[src/sv/sdhc_ram.sv]
// Generic single-write, single-read RAM with a registered read port.
// Used for the register shadow, the block stage and the card image; no dependencies.
module sdhc_ram #(
   parameter int WIDTH  = 32,
   parameter int DEPTH  = 128,
   parameter int ADDR_W = $clog2(DEPTH)
) (
   input  logic              clock,
   input  logic              wr_en,
   input  logic [ADDR_W-1:0] wr_addr,
   input  logic [WIDTH-1:0]  wr_data,
   input  logic              rd_en,
   input  logic [ADDR_W-1:0] rd_addr,
   output logic [WIDTH-1:0]  rd_data
);

   logic [WIDTH-1:0] mem_ff [DEPTH];
   logic [WIDTH-1:0] rd_data_ff;

   always_ff @(posedge clock) begin
      if (wr_en) begin
         mem_ff[wr_addr] <= wr_data;
      end
      if (rd_en) begin
         rd_data_ff <= mem_ff[rd_addr];
      end
   end

   assign rd_data = rd_data_ff;

endmodule

[config.mk]
export PLATFORM = sky130hd
export DESIGN_NAME = sdhc_ram
export DESIGN_NICKNAME = d
export VERILOG_FILES = /design/src/sv/sdhc_ram.sv
export SDC_FILE = /design/constraint.sdc
export NUM_CORES = 2
export LEC_CHECK = 0
export BUFFER_PORTS_ARGS = -buffer_cell sky130_fd_sc_hd__clkbuf_2
export CAP_MARGIN = 10
export CORE_ASPECT_RATIO = 1.25
export CORE_MARGIN = 4
export CORE_UTILIZATION = 60
export CTS_CLUSTER_DIAMETER = 200
export CTS_CLUSTER_SIZE = 24
export DETAILED_ROUTE_END_ITERATION = 16
export PLACE_DENSITY = 0.76
export SLEW_MARGIN = 5
export SYNTH_ARGS = -nofsm -noshare
export SYNTH_HDL_FRONTEND = slang
export SYNTH_SLANG_ARGS = --single-unit
export TNS_END_PERCENT = 1
[constraint.sdc]
create_clock -name clock -period 5.36 [get_ports clock]
set_clock_uncertainty 0.15 [all_clocks]
set_input_delay 1.072 -clock clock [delete_from_list [all_inputs] [get_ports clock]]
set_output_delay 1.072 -clock clock [all_outputs]
set_load 0.005 [all_outputs]
==> results.md <==
* Post-synth top area share at 0.792
* Die Area at 269000 sq um
* Mapped Area at around 160000 sq um
* Htree depth at 4
* Post-synthesis sequential area ratio at 0.792
* Req. time, crit path at a little under 6 ns
* Number of flops mapped to enable cells by yosys at 4128
* Initial Util at 0.603
* Post-synthesis cell count at 5990
* Die Width at between 400 and 500 um
* Final setup TNS at 0 ns
* Leak Pwr at 0.0509 uW
* Via Count at 71500
* Ys Warns at 0
* TritonCTS Buffers at around 200
* Antenna-violating nets left at 0
* Register-to-register setup slack at roughly 2.4 ns
* PwrDens at 325 nW/um^2
* Initial drt markers at 12700
* Minimum clock period at 3.71 ns
* R2R cell count at 4
* Final hold vios at 0
* RR Startpoint: mem_ff[87][12]$_DFFE_PP_
* Fraction of layout cells with a size suffix above 1 at 0.340
* # port buffers at 80
* Worst-Margin Slew at 1.26 ns
* WHS Path Cells at 1
* Yosys cell types at 16
* Critical Path End Type: flip-flop
* Post-Route WL at a little over 400000 um
* Worst setup path startpoint: rd_addr[0]
* PostCTS Resize Cnt at 0
* Vias in the first global route at 71900
* Final slew viol count at 0
* Endpoints failing setup at 0
* DRT Pass-1 Iters at 5
* Main flop type after synthesis: edfxtp_1
* Clk sinks at a little over 4000
* HPWL after detailed placement at about 240000 um
* Vias per inst at about 7.3
* Root buf cell: clkbuf_16
* Worst setup path end: rd_data[4]$_DFFE_PP_
* Top cells by count, synth: edfxtp_1, mux4_2, clkbuf_1
* Async S/R FF share, synth at 0
* Crit path DAT at 4.18 ns
* Startpoint types: primary input
* Drt wl/cell at 41.7 um
* Largest net degree at the start of global routing at slightly below 100
* Crit share post-route at 0.692
* Crit Reg-Reg Endpoint: rd_data[12]$_DFFE_PP_
* MaxCap Viol Count at 0
* First-pass GRT wire length at around 570000 um
* Initial antenna violation count at 44
* Syn-to-layout area delta at 8.51%
* DR DRC count at 0
* Hold Path Class: primary input to flip-flop
* Largest cells by area after synthesis: edfxtp_1, mux4_2, clkbuf_1
* Crit Path Category: primary input to flip-flop
* Core Region at 260000 sq um
* Grt ovf at 0
* Worst-path fanout max at 45
* Worst-path clk slew at roughly 0.1 ns
* Fmax at 0.270 GHz
* All-layer global routing usage at 0.309
* Setup Buffers After CTS at 0
* CTS tree: built
* Cts hold-fix bufs at 0
* Number of synthesized register bits at slightly above 4000
* Avg Cell Area, Syn at 26.1 sq um
* Hold_sp: wr_data[25]
* VDD IR max at between 0.2 and 0.3 mV
* Clock Path Buffers at 4
* Most common cell in the synthesized netlist: edfxtp_1
* Outcome: finished clean
* Design Power at 55200 uW
* Worst relative slew slack at 0.163
* Fin Hold WS at 0.422 ns
* Leading area contributor after synthesis: edfxtp_1
* I/O pin count at 81
* RD Place Congestion at about 0.86
* Synthesized Nets at 6039
* Layout net count at 6353
* Unrepaired setup endpoints after global routing: false
* FP Rows at between 200 and 250
* Clock Latency Late Sink at ~0.92 ns
* Die Span Y at between 500 and 600 um
-- flip-flops by register name, summed over array words and instances (netlist names) --
register and cells:
mem_ff 4096, rd_data 32
-- kinds of logic (layout without fill, tap and decap cells) --
logic type             Yosys count  in the layout  share of synthesized area
DFF                           4128           4128                      0.792
muxes                         1376           1376                      0.196
buffers and inverters          316            635                    0.00837
and+or+nand+nor                170            170                    0.00445
other                            0             41                          0
-- placed cells by master, fill, tap and decap left out --
cell,count
buf_12,81
buf_4,304
buf_6,1
buf_8,3
clkbuf_16,199
clkbuf_2,42
clkinv_8,4
diode_2,41
edfxtp_1,4128
inv_6,1
mux2_2,32
mux4_2,1344
nand2_1,14
nand2b_1,2
nand3_1,8
nand3_2,4
nand4_1,3
nor2_1,3
nor2_4,119
nor2b_1,7
nor3_2,9
or3_1,1
-- area by class of cell --
| cell class | instances | area, sq um |
|---|---|---|
| sequential | 4128 | 124000 |
| fill | 15400 | 89700 |
| multi-input combinational | 1546 | 32300 |
| clock buffer | 199 | 4980 |
| tap | 3481 | 4360 |
| timing repair buffer | 431 | 4170 |
| antenna | 41 | 103 |
| clock inverter | 5 | 73.8 |
-- how the worst min path moves through the flow --
stage / end / slack, ns
global route: mem_ff[10][25]$_DFFE_PP_ / 0.40
global placement: rd_data[18]$_DFFE_PP_ / 1.03
detailed placement: rd_data[28]$_DFFE_PP_ / 1.06
floorplan: rd_data[0]$_DFFE_PP_ / 1.0
CTS: mem_ff[8][25]$_DFFE_PP_ / 0.38
finish: mem_ff[30][25]$_DFFE_PP_ / 0.42
-- worst max-delay path: stages --
cell and delay (ns):
buf_12 0.29, buf_12 0.36, buf_4 0.31, mux4_2 0.52
mux4_2 0.56, mux4_2 0.61, mux2_2 0.32
-- where the power goes --
part,leakage [uW],internal [uW],switching (uW)
logic,0.0113,1350,2070
registers,0.0371,35600,114
clock network,0.00248,6660,9330
total,0.0509,43600,11500
-- routing by layer --
layer,track usage,routed length (um)
met3,0.0551,48000
met5,0.00282,207
met4,0.151,24700
met2,0.503,205000
met1,0.414,132000
-- stage by stage --
step / instance area, sq um / instances / util / worst slack [ns]
finish: 170000 / 9831 / 0.654 / 1.65
floorplan: 157000 / 5990 / - / 0.899
global placement: 165000 / 9586 / 0.635 / 0.736
detailed placement: 165000 / 9586 / 0.635 / 0.742
global route: 170000 / 9811 / 0.654 / 1.61
CTS: 170000 / 9790 / 0.654 / 1.66
(Power assumes the default switching activity.)
